`src/rtl/scba_pkg.sv`:
```
// ----------------------------------------------------------------------------
// scba_pkg: shared types and constants of the size class block allocator
// Widths, operation and status codes, and small helper functions.
// ----------------------------------------------------------------------------
`default_nettype none

package scba_pkg;

  // pool geometry
  localparam int POOL_DEPTH       = 256;
  localparam int BASE_BLOCK_BYTES = 8;
  localparam int NUM_CLASSES      = 4;

  // field widths
  localparam int FUNC_W   = 2;
  localparam int SIZE_W   = 7;
  localparam int IDX_W    = 11;
  localparam int STATUS_W = 3;
  localparam int BLK_W    = 10;
  localparam int CLS_W    = 2;
  localparam int OFF_W    = 14;
  localparam int COUNT_W  = 9;
  localparam int CFG_IDX_W = 3;

  // derived widths
  localparam int LOCAL_W = (POOL_DEPTH > 1) ? $clog2(POOL_DEPTH) : 1;
  localparam int TOP_W   = $clog2(POOL_DEPTH + 1);
  localparam int SUM_W   = (TOP_W + 2 > IDX_W) ? TOP_W + 2 : IDX_W;
  localparam int ADDR_W  = $clog2(NUM_CLASSES * POOL_DEPTH);
  localparam int BYTES_W = $clog2(BASE_BLOCK_BYTES * 8 + 1);
  localparam int PROD_W  = BYTES_W + LOCAL_W;

  localparam logic [COUNT_W-1:0] COUNT_RESET = COUNT_W'(256);

  typedef enum logic [FUNC_W-1:0] {
    FUNC_ALLOC = 2'd0,
    FUNC_FREE  = 2'd1,
    FUNC_GET   = 2'd2
  } func_t;

  typedef enum logic [STATUS_W-1:0] {
    ST_OK        = 3'd0,
    ST_BAD_SIZE  = 3'd1,
    ST_EMPTY     = 3'd2,
    ST_BAD_INDEX = 3'd3,
    ST_FULL      = 3'd4
  } status_t;

  // decoded request, from the decoder to the stack and the pipeline
  typedef struct packed {
    logic                pop;
    logic                push;
    logic                get;
    status_t             status;
    logic [CLS_W-1:0]    cls;
    logic [LOCAL_W-1:0]  local_idx;
    logic [SUM_W-1:0]    base;
  } dec_t;

  // stack condition of the addressed class
  typedef struct packed {
    logic empty;
    logic full;
  } stack_flags_t;

  // refill command on a count register write
  typedef struct packed {
    logic             valid;
    logic [CLS_W-1:0] cls;
    logic [TOP_W-1:0] n;
  } refill_t;

  // block count clipped to the pool depth
  function automatic logic [TOP_W-1:0] eff_count(input logic [COUNT_W-1:0] n);
    logic [TOP_W-1:0] r;
    if (32'(n) > POOL_DEPTH) r = TOP_W'(POOL_DEPTH);
    else                     r = TOP_W'(n);
    return r;
  endfunction

  // bytes per block of a class
  function automatic logic [BYTES_W-1:0] block_bytes(input logic [CLS_W-1:0] c);
    return BYTES_W'(BASE_BLOCK_BYTES) << c;
  endfunction

  // stack memory address of a class and position
  function automatic logic [ADDR_W-1:0] mem_addr(input logic [CLS_W-1:0] c,
                                                 input logic [TOP_W-1:0] pos);
    return ADDR_W'(c) * ADDR_W'(POOL_DEPTH) + ADDR_W'(pos);
  endfunction

endpackage

`default_nettype wire

```
`src/rtl/scba_decode.sv`:
```
// ----------------------------------------------------------------------------
// scba_decode: request decoder
// Maps an alloc size to its class and a global index to class and local
// index, using the cumulative class region bounds.
// ----------------------------------------------------------------------------
`default_nettype none

module scba_decode import scba_pkg::*; (
  input  logic [FUNC_W-1:0]  func,
  input  logic [SIZE_W-1:0]  req_size,
  input  logic [IDX_W-1:0]   index,
  input  logic [COUNT_W-1:0] counts [NUM_CLASSES],
  output dec_t               dec
);

  logic [SUM_W-1:0] ends  [NUM_CLASSES];
  logic [SUM_W-1:0] bases [NUM_CLASSES];
  logic [CLS_W-1:0] alloc_cls;
  logic             size_bad;
  logic [CLS_W-1:0] hit_cls;
  logic             hit;
  logic [SUM_W-1:0] idx_ext;

  // region bounds of each class
  always_comb begin
    for (int c = 0; c < NUM_CLASSES; c++) begin
      if (c == 0) bases[c] = '0;
      else        bases[c] = ends[c-1];
      ends[c] = bases[c] + SUM_W'(eff_count(counts[c]));
    end
  end

  // smallest class that holds the request
  always_comb begin
    size_bad  = 32'(req_size) > 32'(block_bytes(CLS_W'(NUM_CLASSES - 1)));
    alloc_cls = CLS_W'(NUM_CLASSES - 1);
    for (int c = NUM_CLASSES - 2; c >= 0; c--) begin
      if (32'(req_size) <= 32'(block_bytes(CLS_W'(c)))) alloc_cls = CLS_W'(c);
    end
  end

  // first region that contains the global index
  assign idx_ext = SUM_W'(index);
  always_comb begin
    hit     = 1'b0;
    hit_cls = '0;
    for (int c = NUM_CLASSES - 1; c >= 0; c--) begin
      if (idx_ext < ends[c]) begin
        hit     = 1'b1;
        hit_cls = CLS_W'(c);
      end
    end
  end

  // operation decode
  always_comb begin
    dec = '0;
    dec.status = ST_OK;
    case (func_t'(func))
      FUNC_ALLOC: begin
        dec.cls  = alloc_cls;
        dec.base = bases[alloc_cls];
        if (size_bad) dec.status = ST_BAD_SIZE;
        else          dec.pop    = 1'b1;
      end
      FUNC_FREE, FUNC_GET: begin
        dec.cls       = hit_cls;
        dec.base      = bases[hit_cls];
        dec.local_idx = LOCAL_W'(idx_ext - bases[hit_cls]);
        if (!hit)                            dec.status = ST_BAD_INDEX;
        else if (func_t'(func) == FUNC_FREE) dec.push   = 1'b1;
        else                                 dec.get    = 1'b1;
      end
      default: begin
        dec.status = ST_OK;
      end
    endcase
  end

endmodule

`default_nettype wire

```
`config.mk`:
```
export PLATFORM = sky130hd
export DESIGN_NAME = scba_decode
export DESIGN_NICKNAME = d
export VERILOG_FILES = /design/src/rtl/scba_pkg.sv /design/src/rtl/scba_decode.sv
export SDC_FILE = /design/constraint.sdc
export NUM_CORES = 1
export LEC_CHECK = 0
export ABC_AREA = 1
export BUFFER_PORTS_ARGS = -buffer_cell sky130_fd_sc_hd__buf_2
export CORE_MARGIN = 2
export CORE_UTILIZATION = 50
export DETAILED_ROUTE_END_ITERATION = 16
export GPL_TIMING_DRIVEN = 0
export PLACE_DENSITY = 0.75
export SETUP_SLACK_MARGIN = 0.05
export SYNTH_ARGS = -nofsm -noshare
export SYNTH_HDL_FRONTEND = slang
export SYNTH_SLANG_ARGS = --single-unit
```
`constraint.sdc`:
```
create_clock -name vclk -period 7.7
set_clock_uncertainty 0.1 [all_clocks]
set_input_delay 0 -clock vclk [all_inputs]
set_output_delay 0 -clock vclk [all_outputs]
set_load 0.01 [all_outputs]
```
==> results.cfg, run 1 <==
[routing]
wl_per_cell_um = 14.0
via_per_inst = 5.42
drc_errors = 0
drt-initial-drc-count = 273
vias = 4520
drt-total-wl_mm = 11.7
drt_first_pass_iters = 5
final_antenna_net_count = 0

[placement]
place.gp.congestion = 0.942
port-buffer-count = 82
dpl.hpwl_mm = 9.90

[grt]
antenna_found_initial = 0
grt_pass1_wl_mm = 18.8
track_usage_pct = 27.4
grt_max_degree = 11
gr-total-overflow = 0
first_global_vias = 4222

[floorplanning]
die_y_um = 90.1
die_w_um = 90.1
die_area_sq_mm = 0.00811
io_pins = 83
start_util_pct = 51.3
fp-row-count = 31
core_sq_mm = 0.00721

[layout]
regArea_sq_um = 0
nFlopsAndLatches = 0
final_layout_size_suffix_gt1_share_pct = 25.6
antenna_cells = 0
fin_nets = 868
areaGrowthSynthToFinish_pct = 26.1
n_clock_buffer = 0

[synthesis]
syn-num-nets = 766
postSynthAreaPerCell_sq_um = 5.83
ys_types = 43
ys_seq_area_share_pct = 0
ys_warn_count = 0
synthCells = 635
synthesis.area_sq_mm = 0.00370

[timing]
timing.final.max_slew_violations = 0
min_period_ns = 7.26
max_slew_margin_pct = 55.3
max_freq_mhz = 138
hold_ws_ns = 0.287
setup_violations = 0
hold_viol_final = 0
tightest_slew_ns = 0.671
final.period_utilization_pct = 94.3

[setup_path]
slowest_delay_ns = 0.44
cpMostUsedCell = nor2_1
crit_type = primary input to output port
cp-start-kind = primary input
worst-path-buf-inv = 5
slowest_stage = fa_2
cp.arrival_ns = 7.16
worstPathRequired_ns = 7.60
cp-end-kind = output port
crit_family = simple AND/OR/NAND/NOR gates
cp_max_fo = 10

[hold_path]
hp-class = primary input to output port
hold_path_startpoint = req_size[5]
whs_endpoint = dec[26]
holdPathStages = 5

[run_status]
status = finished, final reports clean

[pwr]
ir_worst_vdd_uv = 53.6
p_leak_nw = 2.67
powerDensity_mw_per_mm2 = 165
p_total_mw = 0.772

[clock_tree]
hold_buffers = 0

[run]
cap_violations = 0
[power by group]
group          switching (mW)  internal (mW)
sequential                  0              0
clock                       0              0
combinational           0.458          0.314
total                   0.458          0.314
[Yosys cell counts]
cell / number / area [sq um]
o211ai_1: 3 / 22.5
nand4_1: 13 / 81.3
o211ai_2: 6 / 75.1
clkbuf_1: 3 / 11.3
or2_2: 2 / 12.5
buf_1: 1 / 3.75
xor2_1: 13 / 114
o21bai_1: 4 / 30.0
a211oi_1: 3 / 22.5
ha_1: 71 / 888
o311ai_0: 1 / 8.76
buf_4: 2 / 15.0
o31ai_1: 2 / 15.0
a31oi_1: 1 / 6.26
conb_1: 1 / 3.75
a211oi_2: 1 / 12.5
buf_6: 2 / 22.5
clkinv_1: 1 / 3.75
and2_1: 1 / 6.26
nor2_2: 2 / 12.5
o21ai_1: 7 / 35.0
a21oi_1: 52 / 260
nor3_1: 2 / 10.0
xnor2_1: 7 / 61.3
nand2_2: 6 / 37.5
o2111ai_1: 1 / 8.76
inv_2: 2 / 7.51
a21oi_2: 2 / 17.5
a22oi_1: 1 / 7.51
nand3_4: 1 / 17.5
buf_2: 1 / 5.00
nand2_4: 6 / 67.6
nand2_1: 116 / 435
a21o_1: 4 / 30.0
fa_1: 4 / 80.1
o21ai_0: 33 / 165
nand3_2: 3 / 30.0
nor2_1: 74 / 278
inv_1: 119 / 447
o21ai_2: 1 / 8.76
nand3_1: 56 / 280
o21bai_2: 1 / 11.3
nor2_4: 3 / 33.8
[repair_timing]
action                                  4_1_cts  5_1_grt
endpoints found under the setup margin        4        4
setup buffers                                 3       15
endpoints found under the hold margin         0        0
pin swaps                                     5       21
resized for setup                            11       48
[through the flow]
step	setup TNS (ns)	setup WS, ns	cells	util, %	area [sq um]
after detailed placement	-1.11	-0.646	816	58.7	4240
after floorplan	0	0.970	635	-	3700
after global placement	-0.431	-0.376	816	58.7	4240
after global routing	-0.0639	-0.0639	834	64.7	4670
after CTS	0	0.0618	819	59.6	4300
final	0	0.442	834	64.7	4670
[logic make-up (layout without fill, tap and decap cells)]
family          count (synthesis)  count (layout)  synth area share, %
fa+ha+maj                      75              75                 26.2
simple gates                  285             285                 35.2
compound gates                123             123                 19.9
xor+xnor                       20              20                 4.73
buf+inv                       131             231                 13.9
other cells                     1               1                0.101
[routing by layer]
| layer | global-route usage [%] | share of wire, % |
|---|---|---|
| met5 | 0 | 0 |
| met4 | 3.33 | 1.3 |
| met3 | 1.51 | 4.3 |
| met2 | 53.3 | 51 |
| met1 | 33.9 | 44 |
[cell type report]
class              count  area (sq um)
fillers              701          2550
plain buffers          9          61.3
multi-input cells    504          3470
well taps             99           124
inverters            122           460
repair buffers       100           548
[worst max path at each step]
stage	end	depth (start not counted)	slack, ns	start
2_1_floorplan	dec[18]	51	0.97	counts[24]
3_3_place_gp	dec[18]	52	-0.38	counts[35]
3_5_place_dp	dec[18]	52	-0.65	counts[35]
4_1_cts	dec[18]	52	0.06	counts[22]
5_1_grt	dec[18]	54	-0.06	counts[19]
6_report	dec[18]	53	0.44	counts[29]
[placed cells by master, fill, tap and decap left out, types with 6 or more instances in the layout]
cell type / n
ha_4: 7
nand2_1: 111
nand3_1: 56
ha_1: 63
nand4_1: 13
o21ai_0: 30
buf_4: 20
a21oi_1: 44
a21oi_2: 10
nand2_4: 6
nor2_1: 69
inv_1: 117
nand2_2: 11
xor2_2: 6
xor2_1: 6
buf_2: 82
(Power assumes the default switching activity.)
==> run 2: changes to the inputs <==
--- a/config.mk
+++ b/config.mk
@@ -7,7 +7,6 @@
 export LEC_CHECK = 0
 export ABC_AREA = 1
 export BUFFER_PORTS_ARGS = -buffer_cell sky130_fd_sc_hd__buf_2
-export CORE_MARGIN = 2
 export CORE_UTILIZATION = 50
 export DETAILED_ROUTE_END_ITERATION = 16
 export GPL_TIMING_DRIVEN = 0
==> run 2 against run 1 <==
First-iteration DRC count is 8.1% higher; combinational power rose by 7.8%; flip-flop and latch count did not move; largest power group unchanged.
==> results.cfg, run 2 (synthesized netlist as in run 1, its figures left out) <==
[setup_path]
slowest_stage = fa_2
cp-end-kind = output port
cpMostUsedCell = nor2_1
crit_family = simple AND/OR/NAND/NOR gates
cp.arrival_ns = 7.21
worstPathRequired_ns = 7.60
startpoint = counts[35]
cp_max_fo = 5
slowest_delay_ns = 0.43
crit_type = primary input to output port
cp-start-kind = primary input
worst-path-buf-inv = 8

[layout]
layout_common_cells = inv_1 (116), nand2_1 (103), buf_2 (83)
n_clock_buffer = 0
fin_area_sq_mm = 0.00498
nFlopsAndLatches = 0
final_layout_size_suffix_gt1_share_pct = 30.0
regArea_sq_um = 0
antenna_cells = 0
final_cell_count_no_fill = 852
mostFrequentLayoutCell = inv_1
fin_nets = 886
utilization_pct = 69.0
areaGrowthSynthToFinish_pct = 34.4

[pwr]
p_leak_nw = 2.77
powerDensity_mw_per_mm2 = 167
p_total_mw = 0.832
ir_worst_vdd_uv = 53.9

[timing]
max_slew_margin_pct = 51.6
setup_violations = 0
min_period_ns = 7.31
final.period_utilization_pct = 94.9
timing.final.max_slew_violations = 0
tightest_slew_ns = 0.726
max_freq_mhz = 137
hold_viol_final = 0
hold_ws_ns = 0.280

[placement]
placed_cells = 816
place.gp.congestion = 0.968
place_area_sq_mm = 0.00424
dpl.hpwl_mm = 9.93
port-buffer-count = 82

[grt]
first_global_vias = 4060
grt_pass1_wl_mm = 18.3
track_usage_pct = 29.9
antenna_found_initial = 0
gr-total-overflow = 0
grt_max_degree = 11

[routing]
drc_errors = 0
wl_per_cell_um = 14.6
final_antenna_net_count = 0
vias = 4573
drt_first_pass_iters = 5
drt-total-wl_mm = 12.5
via_per_inst = 5.37
drt-initial-drc-count = 295

[hold_path]
hp-class = primary input to output port
hold_path_startpoint = req_size[5]
whs_endpoint = dec[26]
holdPathStages = 5

[floorplanning]
io_pins = 83
die_y_um = 88.1
die_area_sq_mm = 0.00775
core_sq_mm = 0.00721
fp-row-count = 31
start_util_pct = 51.3
die_w_um = 88.1

[run]
cap_violations = 0

[run_status]
status = finished, final reports clean
[run 2: changes by cell type in the layout (fill, tap and decap cells not counted), moves of 4 or more]
cell / delta
buf_4: +17
ha_4: +4
nand2_2: +8
nand2_1: -8
[run 2: worst max path at each step]
| stage | endpoint | slack (ns) | cells past startpoint |
|---|---|---|---|
| finish | dec[18] | 0.39 | 52 |
| global route | dec[18] | -0.15 | 51 |
| CTS | dec[18] | 0.06 | 51 |
| detailed placement | dec[18] | -0.56 | 52 |
| global placement | dec[18] | -0.46 | 52 |
| floorplan | dec[18] | 0.97 | 51 |
[run 2: metrics by stage]
stage | TNS [ns] | worst slack, ns
after CTS | 0 | 0.0600
final | 0 | 0.390
after global placement | -0.611 | -0.458
after floorplan | 0 | 0.970
after detailed placement | -0.979 | -0.557
after global routing | -0.151 | -0.151
[run 2: where the power goes]
| group | total [mW] | internal (mW) | switching (mW) |
|---|---|---|---|
| combinational | 0.832 | 0.352 | 0.479 |
| clock | 0 | 0 | 0 |
| sequential | 0 | 0 | 0 |
| total | 0.832 | 0.352 | 0.479 |
[run 2: tightest hold or removal path, stage by stage]
cell     delay [ns]
buf_2          0.09
o31ai_1        0.06
inv_1          0.07
nor2_1         0.04
buf_2          0.13
[run 2: layout make-up]
class | instances | area (sq um)
Timing Repair Buffer | 118 | 681
Fill cell | 664 | 2240
Multi-Input combinational cell | 504 | 3640
Tap cell | 99 | 124
Inverter | 122 | 467
Buffer | 9 | 65.1
[run 2: repair_timing]
action	in CTS	in global routing
gates resized for setup	14	78
cloned	0	1
buffers inserted	3	32
endpoints found under the setup margin	4	4
hold buffers	0	0
pin swaps	3	36
[run 2: per-layer routing]
layer	vias up	wire length (um)	GRT usage [%]
li1	2316	-	-
met1	2104	5500	37.2
met2	139	6310	57.2
met3	14	480	1.51
met4	0	184	4.69
met5	-	0	0
